===== src/hdl/sse_scalar_instruction_decoder_assert.svh =====
// ----------------------------------------------------------------------------
// SSE scalar decoder assertion macros
// Shared assertion forms, clocked on clk_i and disabled while rst_ni is low.
// ----------------------------------------------------------------------------
`ifndef SSE_SCALAR_INSTRUCTION_DECODER_ASSERT_SVH
`define SSE_SCALAR_INSTRUCTION_DECODER_ASSERT_SVH

// The consequent must hold in the same cycle as the antecedent.
`define SSD_ASSERT_IMPL(name, ante, cons, msg) \
  name: assert property (@(posedge clk_i) disable iff (!rst_ni) (ante) |-> (cons)) \
    else $error(msg);

// The consequent must hold in the cycle after the antecedent.
`define SSD_ASSERT_NEXT(name, ante, cons, msg) \
  name: assert property (@(posedge clk_i) disable iff (!rst_ni) (ante) |=> (cons)) \
    else $error(msg);

`endif


===== src/hdl/ssd_pkg.sv =====
// ----------------------------------------------------------------------------
// SSE scalar decoder package
// Opcode and result codes, queue sizing, and the record passed from the byte
// decoder to the result builder.
// ----------------------------------------------------------------------------
`default_nettype none

package ssd_pkg;

  localparam logic [7:0] OPC_ESCAPE = 8'h0F;
  localparam logic [7:0] OPC_XORPS  = 8'h57;
  localparam logic [7:0] OPC_PFX_F2 = 8'hF2;
  localparam logic [7:0] OPC_ADDSD  = 8'h58;
  localparam logic [7:0] OPC_SUBSD  = 8'h5C;
  localparam logic [7:0] OPC_MULSD  = 8'h59;
  localparam logic [7:0] OPC_DIVSD  = 8'h5E;
  localparam logic [7:0] OPC_SQRTSD = 8'h51;
  localparam logic [7:0] OPC_MOVLD  = 8'h10;
  localparam logic [7:0] OPC_MOVST  = 8'h11;

  localparam logic [3:0] MNEM_XORPS   = 4'd0;
  localparam logic [3:0] MNEM_ADDSD   = 4'd1;
  localparam logic [3:0] MNEM_SUBSD   = 4'd2;
  localparam logic [3:0] MNEM_MULSD   = 4'd3;
  localparam logic [3:0] MNEM_DIVSD   = 4'd4;
  localparam logic [3:0] MNEM_SQRTSD  = 4'd5;
  localparam logic [3:0] MNEM_MOVLD   = 4'd6;
  localparam logic [3:0] MNEM_MOVST   = 4'd7;
  localparam logic [3:0] MNEM_UNKNOWN = 4'd8;
  localparam logic [3:0] MNEM_UNREC   = 4'd9;

  localparam logic [2:0] KIND_XMM        = 3'd0;
  localparam logic [2:0] KIND_BASE       = 3'd1;
  localparam logic [2:0] KIND_BASE_DISP  = 3'd2;
  localparam logic [2:0] KIND_BASE_IDX   = 3'd3;
  localparam logic [2:0] KIND_BIDX_DISP  = 3'd4;
  localparam logic [2:0] KIND_RIP_DISP   = 3'd5;
  localparam logic [2:0] KIND_IDX_DISP   = 3'd6;
  localparam logic [2:0] KIND_DISP       = 3'd7;

  localparam logic [1:0] MOD_NODISP = 2'd0;
  localparam logic [1:0] MOD_DISP8  = 2'd1;
  localparam logic [1:0] MOD_DISP32 = 2'd2;
  localparam logic [1:0] MOD_REG    = 2'd3;

  localparam logic [2:0] RM_SIB     = 3'd4;
  localparam logic [2:0] RM_NOBASE  = 3'd5;
  localparam logic [2:0] IDX_NONE   = 3'd4;

  localparam int QDEPTH = 2;
  localparam int QPTR_W = (QDEPTH > 1) ? $clog2(QDEPTH) : 1;
  localparam int QCNT_W = $clog2(QDEPTH + 1);

  typedef struct packed {
    logic        unrec;
    logic        trunc;
    logic [3:0]  op;
    logic [7:0]  modrm;
    logic [7:0]  sib;
    logic [31:0] disp;
    logic [3:0]  len;
  } rec_t;

endpackage

`default_nettype wire


===== src/hdl/ssd_front.sv =====
// ----------------------------------------------------------------------------
// SSE scalar decoder front end
// Walks the byte stream one byte per cycle while the queue has room and pushes
// one record per finished or rejected instruction, completing it with zero bytes at memory end.
// ----------------------------------------------------------------------------
`default_nettype none
`include "sse_scalar_instruction_decoder_assert.svh"

module ssd_front (
  input  wire logic         clk_i,
  input  wire logic         rst_ni,
  input  wire logic         byte_valid_i,
  output logic              byte_ready_o,
  input  wire logic [7:0]   code_byte_i,
  input  wire logic         memory_end_i,
  input  wire logic         q_full_i,
  output logic              push_o,
  output ssd_pkg::rec_t     rec_o
);

  typedef enum logic [2:0] {
    PH_START,
    PH_GOT0F,
    PH_GOTF2,
    PH_F20F,
    PH_MODRM,
    PH_SIB,
    PH_DISP
  } phase_e;

  phase_e      phase_q, phase_d;
  logic [3:0]  op_q, op_d;
  logic [7:0]  modrm_q, modrm_d;
  logic [7:0]  sib_q, sib_d;
  logic [31:0] disp_q, disp_d;
  logic [2:0]  left_q, left_d;
  logic [3:0]  cnt_q, cnt_d;

  logic        accept;
  logic        done;
  logic        unrec;
  logic        trunc;
  logic [2:0]  need;
  logic [2:0]  n_disp;
  logic [2:0]  left_n;
  logic [1:0]  mod_q;
  logic [1:0]  k;
  logic [31:0] disp_new;
  logic [3:0]  rec_op;
  logic [7:0]  rec_modrm;
  logic [7:0]  rec_sib;
  logic [31:0] rec_disp;

  function automatic logic [3:0] group_op(input logic [7:0] b);
    logic [3:0] r;
    case (b)
      ssd_pkg::OPC_ADDSD:  r = ssd_pkg::MNEM_ADDSD;
      ssd_pkg::OPC_SUBSD:  r = ssd_pkg::MNEM_SUBSD;
      ssd_pkg::OPC_MULSD:  r = ssd_pkg::MNEM_MULSD;
      ssd_pkg::OPC_DIVSD:  r = ssd_pkg::MNEM_DIVSD;
      ssd_pkg::OPC_SQRTSD: r = ssd_pkg::MNEM_SQRTSD;
      ssd_pkg::OPC_MOVLD:  r = ssd_pkg::MNEM_MOVLD;
      ssd_pkg::OPC_MOVST:  r = ssd_pkg::MNEM_MOVST;
      default:             r = ssd_pkg::MNEM_UNKNOWN;
    endcase
    return r;
  endfunction

  // Number of displacement bytes that follow ModRM or SIB.
  function automatic logic [2:0] disp_len(input logic [1:0] md, input logic [2:0] low);
    logic [2:0] r;
    if (md == ssd_pkg::MOD_NODISP && low == ssd_pkg::RM_NOBASE) begin
      r = 3'd4;
    end else if (md == ssd_pkg::MOD_DISP8) begin
      r = 3'd1;
    end else if (md == ssd_pkg::MOD_DISP32) begin
      r = 3'd4;
    end else begin
      r = 3'd0;
    end
    return r;
  endfunction

  assign byte_ready_o = !q_full_i;
  assign accept       = byte_valid_i && byte_ready_o;
  assign mod_q        = modrm_q[7:6];
  assign k            = (mod_q == ssd_pkg::MOD_DISP8) ? 2'd0 : 2'(3'd4 - left_q);
  assign disp_new     = disp_q | ({24'd0, code_byte_i} << {k, 3'b000});
  assign left_n       = left_q - 3'd1;

  always_comb begin
    phase_d   = phase_q;
    op_d      = op_q;
    modrm_d   = modrm_q;
    sib_d     = sib_q;
    disp_d    = disp_q;
    left_d    = left_q;
    done      = 1'b0;
    unrec     = 1'b0;
    trunc     = 1'b0;
    need      = 3'd0;
    n_disp    = 3'd0;
    rec_op    = op_q;
    rec_modrm = modrm_q;
    rec_sib   = sib_q;
    rec_disp  = disp_q;
    case (phase_q)
      PH_START: begin
        if (code_byte_i == ssd_pkg::OPC_ESCAPE || code_byte_i == ssd_pkg::OPC_PFX_F2) begin
          if (memory_end_i) begin
            unrec = 1'b1;
            trunc = 1'b1;
          end else if (code_byte_i == ssd_pkg::OPC_ESCAPE) begin
            phase_d = PH_GOT0F;
          end else begin
            phase_d = PH_GOTF2;
          end
        end else begin
          unrec = 1'b1;
        end
      end
      PH_GOT0F: begin
        if (code_byte_i == ssd_pkg::OPC_XORPS) begin
          rec_op = ssd_pkg::MNEM_XORPS;
          op_d   = ssd_pkg::MNEM_XORPS;
          if (memory_end_i) begin
            done      = 1'b1;
            trunc     = 1'b1;
            need      = 3'd1;
            rec_modrm = 8'd0;
          end else begin
            phase_d = PH_MODRM;
          end
        end else begin
          unrec = 1'b1;
        end
      end
      PH_GOTF2: begin
        if (code_byte_i == ssd_pkg::OPC_ESCAPE) begin
          if (memory_end_i) begin
            done      = 1'b1;
            trunc     = 1'b1;
            need      = 3'd2;
            rec_op    = group_op(8'd0);
            rec_modrm = 8'd0;
          end else begin
            phase_d = PH_F20F;
          end
        end else begin
          unrec = 1'b1;
        end
      end
      PH_F20F: begin
        rec_op = group_op(code_byte_i);
        op_d   = rec_op;
        if (memory_end_i) begin
          done      = 1'b1;
          trunc     = 1'b1;
          need      = 3'd1;
          rec_modrm = 8'd0;
        end else begin
          phase_d = PH_MODRM;
        end
      end
      PH_MODRM: begin
        rec_modrm = code_byte_i;
        modrm_d   = code_byte_i;
        if (code_byte_i[7:6] == ssd_pkg::MOD_REG) begin
          done = 1'b1;
        end else if (code_byte_i[2:0] == ssd_pkg::RM_SIB) begin
          if (memory_end_i) begin
            done    = 1'b1;
            trunc   = 1'b1;
            rec_sib = 8'd0;
            need    = 3'd1 + disp_len(code_byte_i[7:6], 3'd0);
          end else begin
            phase_d = PH_SIB;
          end
        end else begin
          n_disp = disp_len(code_byte_i[7:6], code_byte_i[2:0]);
          if (n_disp == 3'd0) begin
            done = 1'b1;
          end else if (memory_end_i) begin
            done  = 1'b1;
            trunc = 1'b1;
            need  = n_disp;
          end else begin
            phase_d = PH_DISP;
            left_d  = n_disp;
          end
        end
      end
      PH_SIB: begin
        rec_sib = code_byte_i;
        sib_d   = code_byte_i;
        n_disp  = disp_len(mod_q, code_byte_i[2:0]);
        if (n_disp == 3'd0) begin
          done = 1'b1;
        end else if (memory_end_i) begin
          done  = 1'b1;
          trunc = 1'b1;
          need  = n_disp;
        end else begin
          phase_d = PH_DISP;
          left_d  = n_disp;
        end
      end
      PH_DISP: begin
        rec_disp = disp_new;
        disp_d   = disp_new;
        left_d   = left_n;
        if (left_n == 3'd0) begin
          done = 1'b1;
        end else if (memory_end_i) begin
          done  = 1'b1;
          trunc = 1'b1;
          need  = left_n;
        end
      end
      default: begin
        unrec = 1'b1;
      end
    endcase
    if (done || unrec) begin
      phase_d = PH_START;
      op_d    = 4'd0;
      modrm_d = 8'd0;
      sib_d   = 8'd0;
      disp_d  = 32'd0;
      left_d  = 3'd0;
      cnt_d   = 4'd0;
    end else begin
      cnt_d   = cnt_q + 4'd1;
    end
  end

  assign push_o          = accept && (done || unrec);
  assign rec_o.unrec     = unrec;
  assign rec_o.trunc     = trunc;
  assign rec_o.op        = rec_op;
  assign rec_o.modrm     = rec_modrm;
  assign rec_o.sib       = rec_sib;
  assign rec_o.disp      = rec_disp;
  assign rec_o.len       = cnt_q + 4'd1 + {1'b0, need};

  always_ff @(posedge clk_i or negedge rst_ni) begin
    if (!rst_ni) begin
      phase_q <= PH_START;
      op_q    <= 4'd0;
      modrm_q <= 8'd0;
      sib_q   <= 8'd0;
      disp_q  <= 32'd0;
      left_q  <= 3'd0;
      cnt_q   <= 4'd0;
    end else if (accept) begin
      phase_q <= phase_d;
      op_q    <= op_d;
      modrm_q <= modrm_d;
      sib_q   <= sib_d;
      disp_q  <= disp_d;
      left_q  <= left_d;
      cnt_q   <= cnt_d;
    end
  end

  `SSD_ASSERT_IMPL(a_front_len, push_o && !rec_o.unrec, rec_o.len >= 4'd3 && rec_o.len <= 4'd9, "Decoded length out of range.")

endmodule

`default_nettype wire


===== src/hdl/ssd_fifo.sv =====
// ----------------------------------------------------------------------------
// SSE scalar decoder record queue
// Short queue of decoded records between the front end and the result stage.
// ----------------------------------------------------------------------------
`default_nettype none
`include "sse_scalar_instruction_decoder_assert.svh"

module ssd_fifo (
  input  wire logic           clk_i,
  input  wire logic           rst_ni,
  input  wire logic           push_i,
  input  wire ssd_pkg::rec_t  push_rec_i,
  output logic                full_o,
  input  wire logic           pop_i,
  output logic                valid_o,
  output ssd_pkg::rec_t       head_o
);

  ssd_pkg::rec_t                 mem_q [ssd_pkg::QDEPTH];
  logic [ssd_pkg::QPTR_W-1:0]    wr_ptr_q;
  logic [ssd_pkg::QPTR_W-1:0]    rd_ptr_q;
  logic [ssd_pkg::QCNT_W-1:0]    count_q;

  function automatic logic [ssd_pkg::QPTR_W-1:0] ptr_next(
    input logic [ssd_pkg::QPTR_W-1:0] p
  );
    logic [ssd_pkg::QPTR_W-1:0] r;
    if (p == ssd_pkg::QPTR_W'(ssd_pkg::QDEPTH - 1)) begin
      r = '0;
    end else begin
      r = p + ssd_pkg::QPTR_W'(1);
    end
    return r;
  endfunction

  assign full_o  = (count_q == ssd_pkg::QCNT_W'(ssd_pkg::QDEPTH));
  assign valid_o = (count_q != '0);
  assign head_o  = mem_q[rd_ptr_q];

  always_ff @(posedge clk_i) begin
    if (push_i) begin
      mem_q[wr_ptr_q] <= push_rec_i;
    end
  end

  always_ff @(posedge clk_i or negedge rst_ni) begin
    if (!rst_ni) begin
      wr_ptr_q <= '0;
      rd_ptr_q <= '0;
      count_q  <= '0;
    end else begin
      if (push_i) begin
        wr_ptr_q <= ptr_next(wr_ptr_q);
      end
      if (pop_i) begin
        rd_ptr_q <= ptr_next(rd_ptr_q);
      end
      if (push_i && !pop_i) begin
        count_q <= count_q + ssd_pkg::QCNT_W'(1);
      end else if (pop_i && !push_i) begin
        count_q <= count_q - ssd_pkg::QCNT_W'(1);
      end
    end
  end

  `SSD_ASSERT_IMPL(a_fifo_bound, 1'b1, count_q <= ssd_pkg::QCNT_W'(ssd_pkg::QDEPTH), "Queue count exceeds its depth.")
  `SSD_ASSERT_NEXT(a_fifo_drain, pop_i && !push_i, count_q == $past(count_q) - ssd_pkg::QCNT_W'(1), "Queue count did not drop on pop.")

endmodule

`default_nettype wire


===== src/hdl/ssd_back.sv =====
// ----------------------------------------------------------------------------
// SSE scalar decoder result stage
// Turns a decoded record into operand fields and holds them in the output
// register until the item is taken.
// ----------------------------------------------------------------------------
`default_nettype none
`include "sse_scalar_instruction_decoder_assert.svh"

module ssd_back (
  input  wire logic           clk_i,
  input  wire logic           rst_ni,
  input  wire logic           rec_valid_i,
  input  wire ssd_pkg::rec_t  rec_i,
  output logic                rec_pop_o,
  output logic                out_valid_o,
  input  wire logic           out_ready_i,
  output logic [3:0]          mnemonic_o,
  output logic [2:0]          xmm_reg_o,
  output logic [2:0]          operand_kind_o,
  output logic [2:0]          base_reg_o,
  output logic [2:0]          index_reg_o,
  output logic [1:0]          scale_log_o,
  output logic signed [31:0]  displacement_o,
  output logic [3:0]          length_o,
  output logic                truncated_o
);

  logic        out_valid_q;
  logic [3:0]  mnem_q, mnem_d;
  logic [2:0]  reg_q, reg_d;
  logic [2:0]  kind_q, kind_d;
  logic [2:0]  base_q, base_d;
  logic [2:0]  idx_q, idx_d;
  logic [1:0]  scale_q, scale_d;
  logic [31:0] disp_q, disp_d;
  logic [3:0]  len_q, len_d;
  logic        trunc_q, trunc_d;

  logic [1:0]  md;
  logic [2:0]  rm;
  logic [2:0]  sbase;
  logic [2:0]  sidx;
  logic        has_idx;

  assign rec_pop_o = rec_valid_i && (!out_valid_q || out_ready_i);
  assign md        = rec_i.modrm[7:6];
  assign rm        = rec_i.modrm[2:0];
  assign sbase     = rec_i.sib[2:0];
  assign sidx      = rec_i.sib[5:3];
  assign has_idx   = (sidx != ssd_pkg::IDX_NONE);

  always_comb begin
    mnem_d  = rec_i.op;
    reg_d   = rec_i.modrm[5:3];
    kind_d  = ssd_pkg::KIND_XMM;
    base_d  = 3'd0;
    idx_d   = 3'd0;
    scale_d = 2'd0;
    len_d   = rec_i.len;
    trunc_d = rec_i.trunc;
    if (md == ssd_pkg::MOD_DISP8) begin
      disp_d = {{24{rec_i.disp[7]}}, rec_i.disp[7:0]};
    end else if (md == ssd_pkg::MOD_DISP32) begin
      disp_d = rec_i.disp;
    end else begin
      disp_d = 32'd0;
    end
    if (md == ssd_pkg::MOD_REG) begin
      kind_d = ssd_pkg::KIND_XMM;
      base_d = rm;
    end else if (rm == ssd_pkg::RM_SIB) begin
      if (md == ssd_pkg::MOD_NODISP && sbase == ssd_pkg::RM_NOBASE) begin
        disp_d = rec_i.disp;
        kind_d = has_idx ? ssd_pkg::KIND_IDX_DISP : ssd_pkg::KIND_DISP;
      end else if (md == ssd_pkg::MOD_NODISP) begin
        kind_d = has_idx ? ssd_pkg::KIND_BASE_IDX : ssd_pkg::KIND_BASE;
        base_d = sbase;
      end else begin
        kind_d = has_idx ? ssd_pkg::KIND_BIDX_DISP : ssd_pkg::KIND_BASE_DISP;
        base_d = sbase;
      end
      if (has_idx) begin
        idx_d   = sidx;
        scale_d = rec_i.sib[7:6];
      end
    end else if (md == ssd_pkg::MOD_NODISP && rm == ssd_pkg::RM_NOBASE) begin
      kind_d = ssd_pkg::KIND_RIP_DISP;
      disp_d = rec_i.disp;
    end else begin
      kind_d = (md == ssd_pkg::MOD_NODISP) ? ssd_pkg::KIND_BASE : ssd_pkg::KIND_BASE_DISP;
      base_d = rm;
    end
    if (rec_i.unrec) begin
      mnem_d  = ssd_pkg::MNEM_UNREC;
      reg_d   = 3'd0;
      kind_d  = ssd_pkg::KIND_XMM;
      base_d  = 3'd0;
      idx_d   = 3'd0;
      scale_d = 2'd0;
      disp_d  = 32'd0;
      len_d   = 4'd0;
    end
  end

  always_ff @(posedge clk_i or negedge rst_ni) begin
    if (!rst_ni) begin
      out_valid_q <= 1'b0;
    end else if (rec_pop_o) begin
      out_valid_q <= 1'b1;
    end else if (out_ready_i) begin
      out_valid_q <= 1'b0;
    end
  end

  always_ff @(posedge clk_i) begin
    if (rec_pop_o) begin
      mnem_q  <= mnem_d;
      reg_q   <= reg_d;
      kind_q  <= kind_d;
      base_q  <= base_d;
      idx_q   <= idx_d;
      scale_q <= scale_d;
      disp_q  <= disp_d;
      len_q   <= len_d;
      trunc_q <= trunc_d;
    end
  end

  assign out_valid_o    = out_valid_q;
  assign mnemonic_o     = mnem_q;
  assign xmm_reg_o      = reg_q;
  assign operand_kind_o = kind_q;
  assign base_reg_o     = base_q;
  assign index_reg_o    = idx_q;
  assign scale_log_o    = scale_q;
  assign displacement_o = disp_q;
  assign length_o       = len_q;
  assign truncated_o    = trunc_q;

  `SSD_ASSERT_IMPL(a_back_unrec, out_valid_q && mnem_q == ssd_pkg::MNEM_UNREC, len_q == 4'd0 && kind_q == ssd_pkg::KIND_XMM, "Unrecognized item carries operand data.")
  `SSD_ASSERT_IMPL(a_back_regmode, out_valid_q && kind_q == ssd_pkg::KIND_XMM, disp_q == 32'd0 && idx_q == 3'd0 && scale_q == 2'd0, "Register operand carries memory fields.")

endmodule

`default_nettype wire


===== src/hdl/sse_scalar_instruction_decoder.sv =====
// ----------------------------------------------------------------------------
// SSE scalar instruction decoder
// Decodes xorps and the F2 0F scalar-double group from a stream of code bytes,
// walking ModRM, SIB and displacement, and reports one item per instruction.
// ----------------------------------------------------------------------------
// One code byte is accepted per clock cycle whenever the two-entry record
// queue has room, so the stream runs at one byte per cycle as long as results
// are taken. The byte that completes an instruction, or that rejects its lead
// bytes, yields a result item on the output: the front end writes the queue
// at the accepting edge, and the result stage loads its output register from
// the queue head once that register is empty or its item is being taken. The
// queue and the output register let the byte side keep running while a result
// waits to be taken.
`default_nettype none

module sse_scalar_instruction_decoder (
  input  wire logic           clk_i,
  input  wire logic           rst_ni,
  input  wire logic           in_valid_i,
  output logic                in_ready_o,
  input  wire logic [7:0]     code_byte_i,
  input  wire logic           memory_end_i,
  output logic                out_valid_o,
  input  wire logic           out_ready_i,
  output logic [3:0]          mnemonic_o,
  output logic [2:0]          xmm_reg_o,
  output logic [2:0]          operand_kind_o,
  output logic [2:0]          base_reg_o,
  output logic [2:0]          index_reg_o,
  output logic [1:0]          scale_log_o,
  output logic signed [31:0]  displacement_o,
  output logic [3:0]          length_o,
  output logic                truncated_o
);

  logic          q_full;
  logic          q_push;
  logic          q_pop;
  logic          q_valid;
  ssd_pkg::rec_t push_rec;
  ssd_pkg::rec_t head_rec;

  ssd_front u_front (
    .clk_i        (clk_i),
    .rst_ni       (rst_ni),
    .byte_valid_i (in_valid_i),
    .byte_ready_o (in_ready_o),
    .code_byte_i  (code_byte_i),
    .memory_end_i (memory_end_i),
    .q_full_i     (q_full),
    .push_o       (q_push),
    .rec_o        (push_rec)
  );

  ssd_fifo u_fifo (
    .clk_i      (clk_i),
    .rst_ni     (rst_ni),
    .push_i     (q_push),
    .push_rec_i (push_rec),
    .full_o     (q_full),
    .pop_i      (q_pop),
    .valid_o    (q_valid),
    .head_o     (head_rec)
  );

  ssd_back u_back (
    .clk_i          (clk_i),
    .rst_ni         (rst_ni),
    .rec_valid_i    (q_valid),
    .rec_i          (head_rec),
    .rec_pop_o      (q_pop),
    .out_valid_o    (out_valid_o),
    .out_ready_i    (out_ready_i),
    .mnemonic_o     (mnemonic_o),
    .xmm_reg_o      (xmm_reg_o),
    .operand_kind_o (operand_kind_o),
    .base_reg_o     (base_reg_o),
    .index_reg_o    (index_reg_o),
    .scale_log_o    (scale_log_o),
    .displacement_o (displacement_o),
    .length_o       (length_o),
    .truncated_o    (truncated_o)
  );

endmodule

`default_nettype wire

===== config.mk =====
export PLATFORM = sky130hd
export DESIGN_NAME = sse_scalar_instruction_decoder
export DESIGN_NICKNAME = d
export VERILOG_FILES = /design/src/hdl/ssd_pkg.sv /design/src/hdl/ssd_front.sv /design/src/hdl/ssd_fifo.sv /design/src/hdl/ssd_back.sv /design/src/hdl/sse_scalar_instruction_decoder.sv
export VERILOG_INCLUDE_DIRS = /design/src /design/src/hdl
export SDC_FILE = /design/constraint.sdc
export NUM_CORES = 1
export LEC_CHECK = 0
export ABC_AREA = 0
export BUFFER_PORTS_ARGS = -buffer_cell sky130_fd_sc_hd__buf_4
export CAP_MARGIN = 40
export CORE_UTILIZATION = 50
export CTS_BUF_LIST = sky130_fd_sc_hd__clkbuf_4 sky130_fd_sc_hd__clkbuf_8
export CTS_CLUSTER_DIAMETER = 50
export CTS_CLUSTER_SIZE = 30
export DETAILED_ROUTE_END_ITERATION = 8
export PLACE_DENSITY = 0.76
export SYNTH_ARGS = -nofsm -noshare
export SYNTH_HDL_FRONTEND = slang
export SYNTH_SLANG_ARGS = --single-unit

===== constraint.sdc =====
create_clock -name clk_i -period 6.3 [get_ports clk_i]
set_input_delay 0.315 -clock clk_i [delete_from_list [all_inputs] [get_ports clk_i]]
set_output_delay 0.315 -clock clk_i [all_outputs]
set_load 0.05 [all_outputs]

==> flow_summary.json <==
{
  "seqPwrFrac_pct": 47.4,
  "yosys.area.top_type": "edfxtp_1",
  "nets": 882,
  "syn_nets": 829,
  "maxSlewHeadroom_pct": 42.5,
  "crit_path_max_fanout": 36,
  "cts_hold_buf": 2,
  "drt-pass1-iter-count": 7,
  "postRouteAntennaNets": 0,
  "grt_max_degree": 41,
  "finalMaxSlewViolations": 0,
  "drive_gt1_share_pct": 19.2,
  "cts_resized": 0,
  "postCtsSetupBuffers": 0,
  "clock_path_buffers": 3,
  "num_rows": 52,
  "grt_usage_pct": 20.0,
  "pwr_density_cell_nw_per_um2": 390,
  "comb_power_share_pct": 30.4,
  "setup_viol": 0,
  "n_fill_cell": 1627,
  "antenna_found_initial": 0,
  "setup_tns_ns": 0,
  "switching_power_mw": 1.70,
  "cp_num_buf_inv": 1,
  "multi_input_area_um2": 3350,
  "synthFlopType": "edfxtp_1",
  "outcome": "finished, final reports clean",
  "maxCapViolCount": 0,
  "endpoint_kind": "flip-flop",
  "grt_overflow": 0,
  "arrival_ns": 4.14,
  "synth.most_common_cell": "edfxtp_1",
  "grt_pass1_wl_mm": 34.3,
  "regArea_um2": 6810,
  "worst_pin_slew_ns": 0.862,
  "period_share_pct": 63.0,
  "io_pins": 70,
  "seq_area_frac_synth_pct": 65.0,
  "syn2layout_area_growth_pct": 12.1,
  "synth_edf_count": 171,
  "vias": 6529,
  "portBuffers": 69,
  "worstPathCellList": "nand2b_1 > nor2_1 > a21oi_1 > o211ai_4 > and3_2 > buf_4",
  "p_sw_share_pct": 37.2,
  "power_mw": 4.58,
  "syn_avg_cell_area_um2": 13.0,
  "die_x_um": 147,
  "vias_per_cell": 5.71,
  "wl_mm": 20.8,
  "htree_levels": 1,
  "clock_latency_ns": 0.56,
  "p_int_mw": 2.88,
  "design_area_um2": 11700,
  "drcViolationCount": 0,
  "cts_buffers": 21,
  "ys_types": 75,
  "antenna_cells": 0,
  "start_util_pct": 51.4,
  "clk_pin_slew_worst_paths_ns": 0.14,
  "yosysWarnings": 0,
  "ys_top_cells_by_area": "edfxtp_1, dfrtp_1, nor2_1, a21oi_1, mux2_2",
  "cp_slowest_cell": "nor2_1",
  "dpl_cell_area_um2": 11200,
  "p_clk_share_pct": 22.3,
  "fin_util_pct": 57.7,
  "synth_top_area_share_pct": 49.0,
  "clkSinkCount": 238,
  "peakVddDrop_v": 0.000194,
  "wl_per_cell_um": 18.2,
  "critPathRequiredTime_ns": 6.47,
  "rsz0062_at_grt": "no",
  "cts-root-buf": "clkbuf_8",
  "leakagePower_nw": 4.85,
  "setup.worst_path.start_class": "flip-flop",
  "max_stage_delay_ns": 0.69,
  "grt_pass1_vias": 6341,
  "timing.fmax_mhz": 252,
  "hpwl_mm": 13.8,
  "skew_ns": 0.0438,
  "synth-seq-cells": 238,
  "critPathKind": "flip-flop to flip-flop",
  "hold_path.class": "input pin to flip-flop",
  "coreArea_um2": 20400,
  "fp.dieH_um": 147,
  "die_area_um2": 21500,
  "synth_common_cells": "edfxtp_1, nor2_1, a21oi_1",
  "drt_iter0_drc": 653,
  "period_needed_ns": 3.97,
  "place.gp.congestion": 0.889,
  "syn-cell-area_um2": 10500,
  "synth_cells": 807,
  "cts_tree": "done",
  "finalHoldViolations": 0,
  "critPathTopFamily": "simple AND/OR/NAND/NOR gates",
  "async_flop_share_pct": 28.2
}
-- power groups by stage --
stage          Combinational, mW  Clock (mW)  Sequential [mW]
3_3_place_gp                1.36           0             2.20
3_5_place_dp                1.40           0             2.21
5_1_grt                     1.49        1.10             2.20
4_1_cts                     1.40        1.04             2.17
2_1_floorplan              0.646           0             2.56
6_report                    1.39        1.02             2.17
-- layer usage --
metal	global-route usage (%)	share of wire (%)
met5	0	0
met4	5.47	2.0
met3	2.52	5.0
met2	32.3	48
met1	28.8	45
-- worst paths after layout --
path | from | endpoint | slack (ns) | cells past startpoint
min | code_byte_i[3] | u_front.disp_q[11] | 0.18 | 3
min in group asynchronous | rst_ni | u_front.modrm_q[0] | 0.24 | 2
max in group asynchronous | rst_ni | u_front.left_q[2] | 5.50 | 3
max | u_front.phase_q[1] | u_fifo.mem_q[1][51] | 2.33 | 6
min reg2reg | u_front.disp_q[7] | u_front.disp_q[7] | 0.51 | 2
max reg2reg | u_front.phase_q[1] | u_fifo.mem_q[1][51] | 2.33 | 6
-- kinds of logic (layout without fill, tap and decap cells) --
logic type	after synthesis	count (layout)	share of synthesized area, %
simple gates	214	214	10.3
fa+ha+maj	9	9	1.15
mux	53	53	5.41
flops	238	238	65.0
compound gates	213	213	14.1
xor+xnor	11	11	0.920
buf+inv	69	136	3.09
-- area by class of cell --
cell class | instances | area share (%)
Clock buffer | 22 | 2.58
Multi-Input combinational cell | 500 | 28.5
Tap cell | 270 | 2.88
Inverter | 19 | 0.607
Sequential cell | 238 | 58.0
Timing Repair Buffer | 80 | 5.52
Clock inverter | 15 | 1.88
-- layout by cell type, fill, tap and decap left out, drive strengths merged, types with 26 or more instances in the layout --
| cell type | Yosys | final |
|---|---|---|
| inv | 19 | 26 |
| edfxtp | 171 | 171 |
| a21o | 36 | 36 |
| buf | 27 | 78 |
| nor2 | 110 | 110 |
| dfrtp | 67 | 67 |
| a21oi | 73 | 73 |
| a22o | 35 | 35 |
| nand2 | 27 | 27 |
| mux2 | 29 | 29 |
| o21ai | 26 | 26 |
-- stage by stage --
stage / worst slack (ns) / cells / hold WS [ns]
after global routing: 2.01 / 1144 / 0.157
after CTS: 2.33 / 1143 / 0.145
after global placement: 2.15 / 1101 / 0.476
after floorplan: 1.47 / 807 / 0.0194
final: 2.33 / 1144 / 0.176
after detailed placement: 2.35 / 1104 / 0.273
-- worst min-delay path: stages --
cell and delay, ns:
buf_4 0.20, a21oi_1 0.15, nor2_1 0.05
-- state kept, by name, summed over array words and instances, names as in the netlist, 3 cells and up --
name / cells
u_front.cnt_q: 4
u_back.base_reg_o: 3
u_back.index_reg_o: 3
u_back.xmm_reg_o: 3
u_back.mnemonic_o: 4
u_front.disp_q: 32
u_back.length_o: 4
u_back.displacement_o: 32
u_front.sib_q: 8
u_back.operand_kind_o: 3
u_front.modrm_q: 8
u_front.left_q: 3
u_fifo.mem_q: 116
u_front.phase_q: 3
u_front.op_q: 4
No activity file was read; power rests on OpenSTA's default activity.
